**src/rtl/core/linear_interp_resample_mixer_core_assert.svh**
```systemverilog
// Assertion macros for the resampling mixer core; they use clk and arst_n from the module.
`ifndef LINEAR_INTERP_RESAMPLE_MIXER_CORE_ASSERT_SVH
`define LINEAR_INTERP_RESAMPLE_MIXER_CORE_ASSERT_SVH

// Same-cycle implication.
`define LIRM_ASSERT_IMP(lbl, ante, cons, msg) \
	lbl: assert property (@(posedge clk) disable iff (!arst_n) (ante) |-> (cons)) \
		else $error(msg);

// Implication after a fixed number of cycles.
`define LIRM_ASSERT_DLY(lbl, ante, n, cons, msg) \
	lbl: assert property (@(posedge clk) disable iff (!arst_n) (ante) |-> ##n (cons)) \
		else $error(msg);

`endif

```
**src/rtl/core/lirm_pkg.sv**
```systemverilog
// Shared types and constants of the resampling mixer core.
package lirm_pkg;

	localparam int SOURCE_DEPTH = 4096;
	localparam int SAMPLE_BITS  = 16;
	localparam int ADDR_W       = $clog2(SOURCE_DEPTH);
	localparam int COUNT_W      = 13;
	localparam int STEP_W       = 32;
	localparam int INDEX_W      = 16;
	localparam int FRAC_W       = 16;
	localparam int POS_W        = STEP_W + INDEX_W;
	localparam int IPART_W      = POS_W - FRAC_W;
	localparam int CFG_DATA_W   = 32;
	localparam logic [IPART_W-1:0] SOURCE_DEPTH_W = IPART_W'(SOURCE_DEPTH);
	localparam int SAMPLE_MAX   = (2 ** (SAMPLE_BITS - 1)) - 1;
	localparam int SAMPLE_MIN   = -SAMPLE_MAX - 1;

	typedef enum logic {
		MODE_LOAD    = 1'b0,
		MODE_COMPUTE = 1'b1
	} mode_t;

	typedef enum logic [1:0] {
		REG_POSITION_STEP = 2'd0,
		REG_VALID_COUNT   = 2'd1,
		REG_STORED_COUNT  = 2'd2,
		REG_MIX_GAIN      = 2'd3
	} cfg_reg_t;

	typedef struct packed {
		mode_t              mode;
		logic [11:0]        source_address;
		logic signed [15:0] sample_value;
		logic [15:0]        output_index;
		logic signed [15:0] existing_value;
	} cmd_t;

	typedef struct packed {
		logic signed [15:0] mixed_value;
		logic               beyond_source;
		logic               saturated;
	} rsp_t;

	typedef struct packed {
		logic                          wr_en;
		logic [ADDR_W-1:0]             wr_addr;
		logic signed [SAMPLE_BITS-1:0] wr_data;
		logic [ADDR_W-1:0]             rd_addr0;
		logic [ADDR_W-1:0]             rd_addr1;
	} mem_req_t;

	typedef struct packed {
		logic               cmp;
		logic               beyond;
		logic               has_next;
		logic [FRAC_W-1:0]  frac;
		logic signed [15:0] existing;
	} pipe_ctl_t;

endpackage

```
**src/rtl/core/lirm_datapath.sv**
```systemverilog
// Interpolation, gain and saturating mix pipeline.
module lirm_datapath (
	input  logic                                    clk,
	input  logic                                    arst_n,
	input  lirm_pkg::pipe_ctl_t                     ctl,
	input  logic signed [lirm_pkg::SAMPLE_BITS-1:0] rd_data0,
	input  logic signed [lirm_pkg::SAMPLE_BITS-1:0] rd_data1,
	input  logic signed [15:0]                      mix_gain,
	output logic                                    done,
	output lirm_pkg::rsp_t                          rsp
);
	import lirm_pkg::*;

	localparam int SB = SAMPLE_BITS;
	localparam int SW = SB + 17;
	localparam logic signed [SW-1:0] ROUND_HALF = SW'(64'sd8192);
	localparam logic signed [SW-1:0] S_MAX = SW'((64'sd1 <<< (SB - 1)) - 64'sd1);
	localparam logic signed [SW-1:0] S_MIN = -S_MAX - SW'(64'sd1);

	pipe_ctl_t               ctl_s2;
	logic                    vld_s2, vld_s3, vld_s4, done_q;

	logic signed [SB:0]      diff;
	logic signed [SB+17:0]   prod_c;

	logic signed [SB+17:0]   prod_s3;
	logic signed [SB-1:0]    a_s3;
	logic                    has_next_s3, beyond_s3;
	logic signed [15:0]      exist_s3;

	logic signed [SB+17:0]   prod_sh;
	logic signed [SB+1:0]    v_wide;
	logic signed [SB-1:0]    v;
	logic signed [SB+15:0]   gp_c;

	logic signed [SB+15:0]   gp_s4;
	logic                    beyond_s4;
	logic signed [15:0]      exist_s4;

	logic signed [SW-1:0]    rnd, g, sum, clip;
	logic                    clipped;

	rsp_t                    rsp_q;

	always_ff @(posedge clk or negedge arst_n) begin
		if (!arst_n) begin
			vld_s2 <= 1'b0;
			vld_s3 <= 1'b0;
			vld_s4 <= 1'b0;
			done_q <= 1'b0;
		end else begin
			vld_s2 <= ctl.cmp;
			vld_s3 <= vld_s2;
			vld_s4 <= vld_s3;
			done_q <= vld_s4;
		end
	end

	always_comb begin
		diff   = (SB+1)'(rd_data1) - (SB+1)'(rd_data0);
		prod_c = diff * $signed({1'b0, ctl_s2.frac});
	end

	always_comb begin
		prod_sh = prod_s3 >>> FRAC_W;
		v_wide  = (SB+2)'(a_s3) + (SB+2)'(prod_sh);
		v       = has_next_s3 ? v_wide[SB-1:0] : a_s3;
		gp_c    = v * mix_gain;
	end

	always_comb begin
		rnd     = SW'(gp_s4) + ROUND_HALF;
		g       = rnd >>> 14;
		sum     = SW'(exist_s4) + g;
		clipped = (sum > S_MAX) || (sum < S_MIN);
		if (sum > S_MAX) begin
			clip = S_MAX;
		end else if (sum < S_MIN) begin
			clip = S_MIN;
		end else begin
			clip = sum;
		end
	end

	always_ff @(posedge clk) begin
		ctl_s2 <= ctl;

		prod_s3     <= prod_c;
		a_s3        <= rd_data0;
		has_next_s3 <= ctl_s2.has_next;
		beyond_s3   <= ctl_s2.beyond;
		exist_s3    <= ctl_s2.existing;

		gp_s4     <= gp_c;
		beyond_s4 <= beyond_s3;
		exist_s4  <= exist_s3;

		if (vld_s4) begin
			rsp_q.beyond_source <= beyond_s4;
			rsp_q.saturated     <= !beyond_s4 && clipped;
			rsp_q.mixed_value   <= beyond_s4 ? exist_s4 : 16'(clip);
		end
	end

	assign done = done_q;
	assign rsp  = rsp_q;

endmodule

```
**config.mk**
```make
export PLATFORM = sky130hd
export DESIGN_NAME = lirm_datapath
export DESIGN_NICKNAME = d
export VERILOG_FILES = /design/src/rtl/core/linear_interp_resample_mixer_core_assert.svh /design/src/rtl/core/lirm_pkg.sv /design/src/rtl/core/lirm_datapath.sv
export SDC_FILE = /design/constraint.sdc
export NUM_CORES = 2
export LEC_CHECK = 0
export ABC_AREA = 1
export BUFFER_PORTS_ARGS = -buffer_cell sky130_fd_sc_hd__buf_4
export CELL_PAD_IN_SITES_DETAIL_PLACEMENT = 1
export CELL_PAD_IN_SITES_GLOBAL_PLACEMENT = 1
export CORE_MARGIN = 5
export CORE_UTILIZATION = 45
export CTS_CLUSTER_SIZE = 12
export DETAILED_ROUTE_END_ITERATION = 7
export GPL_TIMING_DRIVEN = 0
export PLACE_DENSITY = 0.81
export SYNTH_ARGS = -nofsm -noshare
export SYNTH_HDL_FRONTEND = slang
export SYNTH_SLANG_ARGS = --single-unit
export TNS_END_PERCENT = 10
```
**constraint.sdc**
```tcl
create_clock -name clk -period 7.2 [get_ports clk]
set_input_delay 1.44 -clock clk [delete_from_list [all_inputs] [get_ports clk]]
set_output_delay 1.44 -clock clk [all_outputs]
set_load 0.05 [all_outputs]
```
==> results.sh <==
export IMPL_outcome="finished, violations left"
export IMPL_violations="negative setup slack"
export IMPL_row_count=88
export IMPL_drc=0
export IMPL_die_area_um2=63400
export IMPL_grtUsageTotal_pct=26.4
export IMPL_final_common_cell="inv_1"
export IMPL_path_clk_slew_ns=0.08
export IMPL_final_cell_mix="822 x inv_1, 527 x nand2_1, 510 x fa_1"
export IMPL_cp_max_fo=5
export IMPL_design_core_area_um2=57800
export IMPL_cpPeakStageDelay_ns=0.53
export IMPL_critPathLaunch="rd_data1[0]"
export IMPL_slew_headroom_pct=12.7
export IMPL_hold_viol=0
export IMPL_critical_path_startpoint_type="input pin"
export IMPL_crit_path_end="prod_s3[27]"
export IMPL_worstReg2RegEnd="gp_s4[26]"
export IMPL_synth_seq_cells=142
export IMPL_io_buffer_count=100
export IMPL_postLayoutSetupSlackWorst_ns=-0.782
export IMPL_slew_violations=0
export IMPL_crit_top_cell="fa_1"
export IMPL_r2r_slack_ns=-0.28
export IMPL_final_area_um2=30100
export IMPL_grt_pass1_wl_mm=130
export IMPL_cp_arrival_ns=8.34
export IMPL_post_route_util_pct=52.0
export IMPL_dieWidth_um=252
export IMPL_finalSetupViolCount=27
export IMPL_setup_tns_ns=-9.28
export IMPL_grt_antenna_before_repair=0
export IMPL_syn_to_final_growth_pct=14.3
export IMPL_clock_tree_root_cell="clkbuf_16"
export IMPL_fmax_mhz=125
export IMPL_drt_iter0_drc=1191
export IMPL_syn_area_um2=26300
export IMPL_cpMaxStageDelayCell="fa_1"
export IMPL_dpl_cell_area_um2=28300
export IMPL_ctsHoldBuffers=0
export IMPL_r2r_start="prod_s3[18]"
export IMPL_die_h_um=252
export IMPL_cts_htree_levels=4
export IMPL_fillers=6943
export IMPL_grt_start_max_net_pins=20
export IMPL_grt_overflow_total=0
export IMPL_insertion_delay_ns=0.49
export IMPL_yosys_cell_types_count=53
export IMPL_fin_crit_sh_pct=111
export IMPL_drv_cap=0
export IMPL_finalCriticalPeriod_ns=7.98
export IMPL_yosysSeqAreaShare_pct=11.6
export IMPL_cts_tree="done"
export IMPL_dp_hpwl_mm=68.3
export IMPL_critical_path_class="input pin to flip-flop"
export IMPL_firstDrtPassIters=5
export IMPL_synth_fp_nets=4029
export IMPL_clock_sinks=142
export IMPL_hold_start="ctl_s2[14]"
export IMPL_reg2regPathDepth=32
export IMPL_num_vias=21800
export IMPL_hp_class="flip-flop to flip-flop"
export IMPL_worstMarginPinSlew_ns=1.30
export IMPL_ctsLongestPathBuffers=2
export IMPL_antenna_left=0
export IMPL_critPathCaptureType="flip-flop"
export IMPL_layout_drive_gt1_share_pct=12.7
export IMPL_pin_count=104
export IMPL_viasPerCell=5.26
export IMPL_nets=4194
export IMPL_antenna_cells=0
export IMPL_finalClockSkew_ns=0.0190
export IMPL_cts_buffers=17
export IMPL_yosys_warnings=0
export IMPL_rsz0062_at_grt="yes"
export IMPL_pre_cts_ws_ns=-1.87
export IMPL_synth_edf_count=18
export IMPL_drt_wl_total_mm=85.0
export IMPL_syn_mean_instance_area_um2=8.21
export IMPL_start_util_pct=45.5
export IMPL_gp_congestion=0.931
export IMPL_wl_per_cell_um=20.5
export IMPL_grt_pass1_vias=24500
export IMPL_async_reset_ff_share_pct=2.82
export IMPL_synthCells=3205
export IMPL_ys_flop_type="dfxtp_1"
export IMPL_cp_required_ns=7.56
==> area by class of cell <==
class | instances | area, µm² | share of cell area [%]
timing repair buffer | 145 | 1140 | 3.78
inverter | 860 | 3300 | 11.0
multi-input combinational | 2154 | 20800 | 69.3
sequential | 142 | 3040 | 10.1
clock buffer | 18 | 429 | 1.43
buffer | 50 | 250 | 0.832
tap | 765 | 957 | 3.18
clock inverter | 14 | 125 | 0.416
==> synthesized netlist by cell type (4+ instances only) <==
cell,instances,share of area [%]
ha_1,210,10
dfrtp_1,4,0.38
nor2_1,353,5.0
inv_1,848,12
nand3b_1,7,0.20
nor3_1,23,0.44
nand2_2,10,0.24
clkbuf_1,36,0.51
nand2_1,562,8.0
o21bai_1,11,0.31
xnor2_1,32,1.1
a21o_1,11,0.31
or2_2,18,0.43
nand3_1,74,1.4
a31oi_1,11,0.26
o31ai_1,8,0.23
dfxtp_1,120,9.1
fa_1,529,40
o21ai_1,7,0.13
xor2_1,56,1.9
edfxtp_1,18,2.1
nor4_1,7,0.17
o21ai_0,44,0.84
a21oi_1,126,2.4
buf_2,10,0.19
o21ai_2,7,0.23
nand4_1,12,0.29
clkinv_1,9,0.13
==> per-layer routing <==
| metal | vias to the layer above | part of all wire, % | GRT usage (%) | wire length (µm) |
|---|---|---|---|---|
| met2 | 673 | 51 | 47.6 | 43700 |
| met5 | - | 0 | 0 | 0 |
| met3 | 281 | 5.3 | 4.54 | 4510 |
| met1 | 11100 | 37 | 30.2 | 31600 |
| li1 | 9772 | - | - | - |
| met4 | 0 | 6.1 | 12.9 | 5210 |
==> cell families after synthesis <==
family                   Yosys count  synth area share (%)
XOR/XNOR                          88                  2.93
flip-flops                       142                  11.6
AND/OR/NAND/NOR                 1073                  16.5
buffers and inverters            911                  13.1
adder cells (fa/ha/maj)          739                  50.2
AO/OA/AOI/OAI                    252                  5.65
==> worst min path at each step <==
stage / endpoint / slack [ns] / cells after the start
3_3_place_gp: exist_s3[7] / 0.31 / 0
3_5_place_dp: beyond_s3 / 0.31 / 0
5_1_grt: exist_s3[14] / 0.33 / 0
6_report: exist_s3[14] / 0.31 / 0
4_1_cts: exist_s3[14] / 0.32 / 0
2_1_floorplan: beyond_s3 / 0.31 / 0
==> stage by stage <==
step / hold slack, ns / cells
5_1_grt: 0.326 / 4148
3_5_place_dp: 0.313 / 4070
2_1_floorplan: 0.310 / 3205
4_1_cts: 0.317 / 4127
6_report: 0.312 / 4148
3_3_place_gp: 0.310 / 4070
==> worst max-delay path: cells and delay by family <==
kind / cells / cell delay, ns
buf+inv: 10 / 0.76
simple gates: 8 / 0.99
xor+xnor: 2 / 0.61
fa+ha+maj: 9 / 3.65
compound gates: 6 / 0.86
==> registers in the layout (all words and copies together) (netlist names) <==
register,count
rsp,18
vld_s2,1
gp_s4,19
beyond_s3,1
ctl_s2,34
prod_s3,16
exist_s3,16
has_next_s3,1
done,1
a_s3,16
exist_s4,16
beyond_s4,1
vld_s4,1
vld_s3,1
==> timing repair <==
| action | CTS | global route |
|---|---|---|
| pin swaps | 33 | 46 |
| gates resized for setup | 103 | 124 |
| gates cloned | 1 | 1 |
| endpoints found under the setup margin | 35 | 35 |
| setup buffers | 25 | 20 |
Power is left out: the tool's default activity adds up to more than one toggle a clock period on the data nets, which glitch-free logic cannot reach.
