<file path="src/rtl/core/linear_interp_resample_mixer_core_assert.svh">
// Assertion macros for the resampling mixer core; they use clk and arst_n from the module.
`ifndef LINEAR_INTERP_RESAMPLE_MIXER_CORE_ASSERT_SVH
`define LINEAR_INTERP_RESAMPLE_MIXER_CORE_ASSERT_SVH

// Same-cycle implication.
`define LIRM_ASSERT_IMP(lbl, ante, cons, msg) \
	lbl: assert property (@(posedge clk) disable iff (!arst_n) (ante) |-> (cons)) \
		else $error(msg);

// Implication after a fixed number of cycles.
`define LIRM_ASSERT_DLY(lbl, ante, n, cons, msg) \
	lbl: assert property (@(posedge clk) disable iff (!arst_n) (ante) |-> ##n (cons)) \
		else $error(msg);

`endif

</file>
<file path="src/rtl/core/lirm_pkg.sv">
// Shared types and constants of the resampling mixer core.
package lirm_pkg;

	localparam int SOURCE_DEPTH = 4096;
	localparam int SAMPLE_BITS  = 16;
	localparam int ADDR_W       = $clog2(SOURCE_DEPTH);
	localparam int COUNT_W      = 13;
	localparam int STEP_W       = 32;
	localparam int INDEX_W      = 16;
	localparam int FRAC_W       = 16;
	localparam int POS_W        = STEP_W + INDEX_W;
	localparam int IPART_W      = POS_W - FRAC_W;
	localparam int CFG_DATA_W   = 32;
	localparam logic [IPART_W-1:0] SOURCE_DEPTH_W = IPART_W'(SOURCE_DEPTH);
	localparam int SAMPLE_MAX   = (2 ** (SAMPLE_BITS - 1)) - 1;
	localparam int SAMPLE_MIN   = -SAMPLE_MAX - 1;

	typedef enum logic {
		MODE_LOAD    = 1'b0,
		MODE_COMPUTE = 1'b1
	} mode_t;

	typedef enum logic [1:0] {
		REG_POSITION_STEP = 2'd0,
		REG_VALID_COUNT   = 2'd1,
		REG_STORED_COUNT  = 2'd2,
		REG_MIX_GAIN      = 2'd3
	} cfg_reg_t;

	typedef struct packed {
		mode_t              mode;
		logic [11:0]        source_address;
		logic signed [15:0] sample_value;
		logic [15:0]        output_index;
		logic signed [15:0] existing_value;
	} cmd_t;

	typedef struct packed {
		logic signed [15:0] mixed_value;
		logic               beyond_source;
		logic               saturated;
	} rsp_t;

	typedef struct packed {
		logic                          wr_en;
		logic [ADDR_W-1:0]             wr_addr;
		logic signed [SAMPLE_BITS-1:0] wr_data;
		logic [ADDR_W-1:0]             rd_addr0;
		logic [ADDR_W-1:0]             rd_addr1;
	} mem_req_t;

	typedef struct packed {
		logic               cmp;
		logic               beyond;
		logic               has_next;
		logic [FRAC_W-1:0]  frac;
		logic signed [15:0] existing;
	} pipe_ctl_t;

endpackage

</file>
<file path="src/rtl/core/lirm_addr.sv">
// Position multiply and source address generation stage.
module lirm_addr (
	input  logic                         clk,
	input  logic                         arst_n,
	input  logic                         accept,
	input  lirm_pkg::cmd_t               cmd,
	input  logic [lirm_pkg::STEP_W-1:0]  position_step,
	input  logic [lirm_pkg::COUNT_W-1:0] valid_count,
	input  logic [lirm_pkg::COUNT_W-1:0] stored_count,
	output lirm_pkg::mem_req_t           mem_req,
	output lirm_pkg::pipe_ctl_t          ctl
);
	import lirm_pkg::*;

	logic                  vld_s1;
	mode_t                 mode_s1;
	logic [POS_W-1:0]      pos_s1;
	logic [11:0]           saddr_s1;
	logic signed [15:0]    sval_s1;
	logic signed [15:0]    exist_s1;

	logic [IPART_W-1:0]    ipart;
	logic [IPART_W:0]      inext;
	logic [IPART_W-1:0]    nbound;
	logic [IPART_W-1:0]    limit;

	always_ff @(posedge clk or negedge arst_n) begin
		if (!arst_n) begin
			vld_s1 <= 1'b0;
		end else begin
			vld_s1 <= accept;
		end
	end

	always_ff @(posedge clk) begin
		if (accept) begin
			mode_s1  <= cmd.mode;
			pos_s1   <= POS_W'(cmd.output_index) * POS_W'(position_step);
			saddr_s1 <= cmd.source_address;
			sval_s1  <= cmd.sample_value;
			exist_s1 <= cmd.existing_value;
		end
	end

	always_comb begin
		ipart  = pos_s1[POS_W-1:FRAC_W];
		inext  = {1'b0, ipart} + (IPART_W+1)'(1);
		nbound = (IPART_W'(stored_count) > SOURCE_DEPTH_W) ? SOURCE_DEPTH_W
			: IPART_W'(stored_count);
		limit  = (IPART_W'(valid_count) > nbound) ? nbound : IPART_W'(valid_count);
	end

	always_comb begin
		mem_req.wr_en    = vld_s1 && (mode_s1 == MODE_LOAD)
			&& (IPART_W'(saddr_s1) < SOURCE_DEPTH_W);
		mem_req.wr_addr  = ADDR_W'(saddr_s1);
		mem_req.wr_data  = SAMPLE_BITS'(sval_s1);
		mem_req.rd_addr0 = ipart[ADDR_W-1:0];
		mem_req.rd_addr1 = inext[ADDR_W-1:0];

		ctl.cmp      = vld_s1 && (mode_s1 == MODE_COMPUTE);
		ctl.beyond   = (ipart >= limit);
		ctl.has_next = (inext < {1'b0, nbound});
		ctl.frac     = pos_s1[FRAC_W-1:0];
		ctl.existing = exist_s1;
	end

endmodule

</file>
<file path="config.mk">
export PLATFORM = sky130hd
export DESIGN_NAME = lirm_addr
export DESIGN_NICKNAME = d
export VERILOG_FILES = /design/src/rtl/core/linear_interp_resample_mixer_core_assert.svh /design/src/rtl/core/lirm_pkg.sv /design/src/rtl/core/lirm_addr.sv
export SDC_FILE = /design/constraint.sdc
export NUM_CORES = 1
export LEC_CHECK = 0
export ABC_CLOCK_PERIOD_IN_PS = 5400
export BUFFER_PORTS_ARGS = -buffer_cell sky130_fd_sc_hd__buf_2
export CAP_MARGIN = 10
export CORE_ASPECT_RATIO = 1.1
export CORE_MARGIN = 2
export CORE_UTILIZATION = 40
export CTS_BUF_LIST = sky130_fd_sc_hd__clkbuf_8
export CTS_CLUSTER_DIAMETER = 120
export DETAILED_ROUTE_END_ITERATION = 7
export PLACE_DENSITY_LB_ADDON = 0.3
export SLEW_MARGIN = 20
export SYNTH_ARGS = -nofsm -noshare
export SYNTH_HDL_FRONTEND = slang
export SYNTH_SLANG_ARGS = --single-unit
</file>
<file path="constraint.sdc">
create_clock -name clk -period 5.4 [get_ports clk]
set_input_delay 0.54 -clock clk [delete_from_list [all_inputs] [get_ports clk]]
set_output_delay 0.54 -clock clk [all_outputs]
set_load 0.02 [all_outputs]
</file>
==> reports/results.ini, run 1 <==
[run_status]
status=complete, but fails checks
violations=setup timing

[route]
drc=0
vias=16500
first_pass_iters=5
wirelength_um=55600
vias_per_cell=4.99
postRouteAntennaNets=0
detail_route.iter0.violations=725
wl_per_cell_um=16.8

[logic_synthesis]
synth-main-ff-cell=edfxtp_1
synthTopCellsByCount=inv_1, fa_1, nand2_1, and2_1, ha_1
yosysUniqueCellTypes=69
ys_ff_latch=94
yosysTopAreaCell=fa_1
yosys_warnings=0
synth_edf_count=93
syn_area_per_cell_um2=9.35
postSynthCellCount=2237
synth_most_common_cell=inv_1
netlist_area_um2=20900
ys_async_sr_fraction_pct=1.06
syn_nets=2936
synth.top_cell.area_share_pct=40.0
synth_area_leaders=fa_1, edfxtp_1, ha_1, inv_1, nand2_1
ys_seq_area_share_pct=13.5

[floorplanning]
rows=87
pin_count=210
chipWidth_um=222
die_area_um2=54200
fp.coreArea_um2=51500
initial_core_util_pct=40.6
die_h_um=244

[setup_path]
cp_max_fo=11
path_class=in2reg
critPathLaunchType=primary input
required_ns=5.53
critPathArrivalTime_ns=5.97
cp-end-kind=register

[clock_tree]
cts_tree=built
h-tree-depth=3
cts.sinks=94
numCtsBuffers=9
clock-root-buffer=clkbuf_8
clk_pin_slew_worst_paths_ns=0.11
cts_buffer_depth=2

[sta]
finalSetupTns_ns=-7.57
tightestPinTransition_ns=0.859
relSlewSlack_pct=42.7
rsz0062_at_grt=yes
finalSetupViolations=27
fin_crit_ns=5.84
fmax_mhz=171
drv_slew=0
min_period_over_period_pct=108
setup_ws_ns=-0.439
hold_violations=0

[min_path]
hold_path.class=in2reg

[grt]
grt_max_degree=95
grt_usage_pct=21.2
grt_pass1_wl_um=92600
overflow=0
antenna_found_initial=0
grt_pass1_vias=18400

[place]
port_buffers=209
dpl.hpwl_um=46100
globalplace.congestion=0.911

[layout]
final_nets=3343
antenna_cells=0
layout-drive-gt1-share_pct=28.2
area_growth_pct=25.4

[job]
drv_cap=0

==> critical path, stage by stage <==
cell and delay, ns:
buf_8 0.13, buf_4 0.14, and2_4 0.15, fa_1 0.52, fa_1 0.45, fa_1 0.52
fa_1 0.53, fa_1 0.57, inv_2 0.04, fa_1 0.52, inv_2 0.05, ha_4 0.28
and2_4 0.14, o21ai_2 0.05, a2111o_1 0.42, o211ai_1 0.27, and2_4 0.24, buf_6 0.11
a21oi_4 0.05, a41oi_2 0.14, xor2_1 0.09
==> state kept, by name (all words and copies together) (netlist names) <==
signal    flops
pos_s1       48
vld_s1        1
mode_s1       1
saddr_s1     12
sval_s1      16
exist_s1     16
==> timing repair <==
action                     4_1_cts  5_1_grt
setup endpoints to repair       34       35
gates resized for setup        147      104
hold endpoints to repair         1        0
pin swaps                       83       85
hold buffers                     1        0
cloned                           1        2
buffers inserted                23       24
==> worst paths after layout <==
kind | endpoint | slack (ns) | cells past startpoint | startpoint
hold / removal | saddr_s1[10]$_DFFE_PP_ | 0.33 | 1 | cmd[58]
min in group asynchronous | vld_s1$_DFF_PN0_ | 0.45 | 2 | arst_n
max in group asynchronous | vld_s1$_DFF_PN0_ | 4.87 | 2 | arst_n
setup / recovery | pos_s1[45]$_DFFE_PP_ | -0.44 | 21 | cmd[31]
==> layer usage <==
metal	up-vias	GRT usage (%)	share of wire [%]
met5	-	0	0
met4	0	7.07	3.2
met3	112	1.98	3.6
met2	411	41.0	55
met1	8413	24.4	38
li1	7610	-	-
==> cells in the final DEF, fill, tap and decap left out, types with 5 or more instances in the layout <==
master,count
nand2_2,7
nor2b_1,6
ha_1,134
and3_1,10
clkbuf_8,9
buf_12,17
o211ai_1,7
nand4_1,16
buf_6,36
inv_2,22
a21oi_1,40
a21o_1,31
fa_1,394
nand2b_1,6
a21oi_2,19
o21ai_1,5
buf_2,175
fa_2,24
inv_1,445
o21ai_2,11
mux2_2,15
buf_8,11
and2_4,29
o21ai_0,18
nand3_1,20
nor2_1,24
and2_1,189
nand2_4,5
xnor2_1,32
a21oi_4,6
o21a_1,5
a31oi_1,6
nor3_1,9
xor2_1,23
edfxtp_1,93
nand2_1,357
ha_4,23
and4_1,6
buf_4,272
==> per-stage QoR <==
step | hold WS, ns | instances | utilization [%] | instance area [µm²] | setup WS, ns
after floorplan | 0.244 | 2237 | - | 21700 | -0.391
after global placement | 0.317 | 3254 | 48.1 | 24800 | -1.10
after detailed placement | 0.318 | 3254 | 48.1 | 24800 | -1.12
after CTS | 0.303 | 3294 | 49.9 | 25700 | -0.428
after global routing | 0.298 | 3316 | 51.0 | 26200 | -0.606
final | 0.330 | 3316 | 51.0 | 26200 | -0.439
==> cell families (layout without fill, tap and decap cells) <==
| group | Yosys count | after routing | synth area share [%] |
|---|---|---|---|
| adder cells (fa/ha/maj) | 577 | 577 | 49.5 |
| AO/OA/AOI/OAI | 186 | 186 | 5.69 |
| buffers and inverters | 587 | 999 | 11.1 |
| XOR/XNOR | 58 | 58 | 2.43 |
| AND/OR/NAND/NOR | 718 | 718 | 16.9 |
| multiplexers | 17 | 17 | 0.903 |
| flip-flops | 94 | 94 | 13.5 |
==> final cells by class <==
type                       count  area (µm²)
clock buffer                   9         124
clock inverter                 7        57.6
fill                        4738       25200
inverter                     466        1750
multi-input combinational   1556       16700
sequential                    94        2820
tap                          667         835
timing repair buffer         517        3970
Power of run 1 is not shown: default switching activity piles up to over one toggle a cycle in this logic, so the estimate is an artifact.
==> run 2, diff against run 1 <==
Settings changed: CORE_UTILIZATION 40 to 55, CTS_CLUSTER_DIAMETER 120 to unset.
==> run 2 against run 1 <==
The run still ends with setup timing left; critical path depth increased by 1; final cell count fell by 4.5%; clock-buffer cell count stayed put; critical endpoint is now pos_s1[33]$_DFFE_PP_.
==> reports/results.ini, run 2 (synthesized netlist as in run 1, its figures left out) <==
[run_status]
status=complete, but fails checks
violations=setup timing

[route]
vias_per_cell=5.43  ; +8.8%
wirelength_um=58100  ; +4.4%
wl_per_cell_um=18.3  ; +9.3%
drc=0  ; unchanged
vias=17200  ; +3.9%
first_pass_iters=7  ; +2
postRouteAntennaNets=0  ; unchanged
detail_route.iter0.violations=897  ; +24%

[sta]
holdWs_ns=0.329  ; -0.000844 ns
finalSetupViolations=32  ; +19%
fin_crit_ns=5.85  ; +0.0116 ns
min_period_over_period_pct=108  ; +0.22 points
drv_slew=0  ; unchanged
hold_violations=0  ; unchanged
relSlewSlack_pct=44.9  ; +2.2 points
fmax_mhz=171  ; -0.20%
setup_ws_ns=-0.451  ; -0.0116 ns
tightestPinTransition_ns=0.826  ; -0.0326 ns
rsz0062_at_grt=yes

[layout]
design_area_um2=26800  ; +2.3%
final_common_cell=inv_1
fillers=2541  ; -46%
final_nets=3367  ; +0.72%
area_growth_pct=28.3
top_regs=pos_s1 x48, exist_s1 x16, sval_s1 x16
largest_register_ffs=48  ; unchanged
layout-drive-gt1-share_pct=31.6  ; +3.5 points
regMostFlops=pos_s1
fin_util_pct=71.9  ; +21 points
final_cell_mix=inv_1, fa_1, nand2_1

[place]
dpl.hpwl_um=45100  ; -2.2%
port_buffers=209  ; unchanged
postPlaceCellArea_um2=24600  ; -0.71%
place_ws_ns=-1.10  ; +0.0224 ns
globalplace.congestion=0.938  ; +3.1%

[grt]
grt_pass1_vias=19200  ; +4.1%
grt_pass1_wl_um=93100  ; +0.63%
overflow=0  ; unchanged
grt_usage_pct=29.4  ; +8.2 points
grt_max_degree=95  ; unchanged
antenna_found_initial=1  ; +1

[setup_path]
path_class=in2reg
cp-end-kind=register
required_ns=5.53  ; about the same
critPathArrivalTime_ns=5.98  ; about the same
cp_max_fo=7  ; -4
critPathCapture=pos_s1[33]$_DFFE_PP_
crit_start=cmd[24]
critPathLaunchType=primary input

[min_path]
min_from=cmd[50]
hold_path.class=in2reg

[job]
drv_cap=0  ; unchanged

[clock_tree]
clk_pin_slew_worst_paths_ns=0.10  ; about the same
cts_buffer_depth=2  ; unchanged
cts_tree=built
cts.sinks=94  ; unchanged
h-tree-depth=3  ; unchanged
clock-root-buffer=clkbuf_8
numCtsBuffers=9  ; unchanged

[floorplanning]
initial_core_util_pct=56.1  ; +15 points
pin_count=210  ; unchanged
die_h_um=209  ; -14%
fp.coreArea_um2=37300  ; -28%
die_area_um2=39600  ; -27%
rows=74  ; -15%
chipWidth_um=190  ; -14%

[run 2: cell type report]
class	count	area (µm²)	share of cell area [%]
flip-flops and latches	94	2820	10.5
clock inverters	7	68.8	0.256
multi-input cells	1556	16900	63.1
repair buffers	541	4520	16.9
inverters	466	1750	6.53
clock buffers	9	124	0.461
diodes	1	2.50	0.00932
well taps	494	618	2.30
[run 2: layer usage]
metal | vias up | part of all wire, % | track usage, %
met1 | 8595 | 35 | 33.0
met2 | 699 | 53 | 55.0
li1 | 7647 | - | -
met5 | - | 0 | 0
met4 | 0 | 5.9 | 14.4
met3 | 258 | 6.1 | 3.46
[run 2: worst min path at each step]
stage / to / slack (ns) / cells past startpoint
floorplan: vld_s1$_DFF_PN0_ / 0.24 / 0
finish: saddr_s1[2]$_DFFE_PP_ / 0.33 / 1
detailed placement: vld_s1$_DFF_PN0_ / 0.32 / 1
global route: sval_s1[3]$_DFFE_PP_ / 0.30 / 1
CTS: sval_s1[3]$_DFFE_PP_ / 0.30 / 1
global placement: vld_s1$_DFF_PN0_ / 0.31 / 1
[run 2: worst max-delay path, stage by stage]
cell and delay [ns]:
buf_12 0.10, buf_12 0.16, nand2_4 0.05, fa_1 0.55
inv_2 0.05, fa_1 0.52, fa_1 0.45, fa_1 0.52
fa_1 0.53, inv_1 0.06, fa_1 0.54, inv_2 0.06
ha_4 0.28, and3_4 0.21, nand2_4 0.06, a2111o_1 0.40
o211ai_1 0.24, and2_4 0.23, buf_4 0.13, a21oi_4 0.05
buf_4 0.13, xnor2_1 0.12
[run 2: stage by stage]
step                TNS (ns)  instances
finish                 -8.34       3168
global route          -13.12       3168
CTS                    -4.28       3140
detailed placement    -28.64       3083
global placement      -25.48       3083
floorplan              -4.80       2237
[run 2: timing repair]
item,CTS,global route
setup endpoints to repair,34,35
gates cloned,8,3
hold buffers,1,0
buffers inserted,34,31
hold endpoints to repair,1,0
pin swaps,107,131
resized for setup,254,143
Power of run 2 is left out for the same reason.
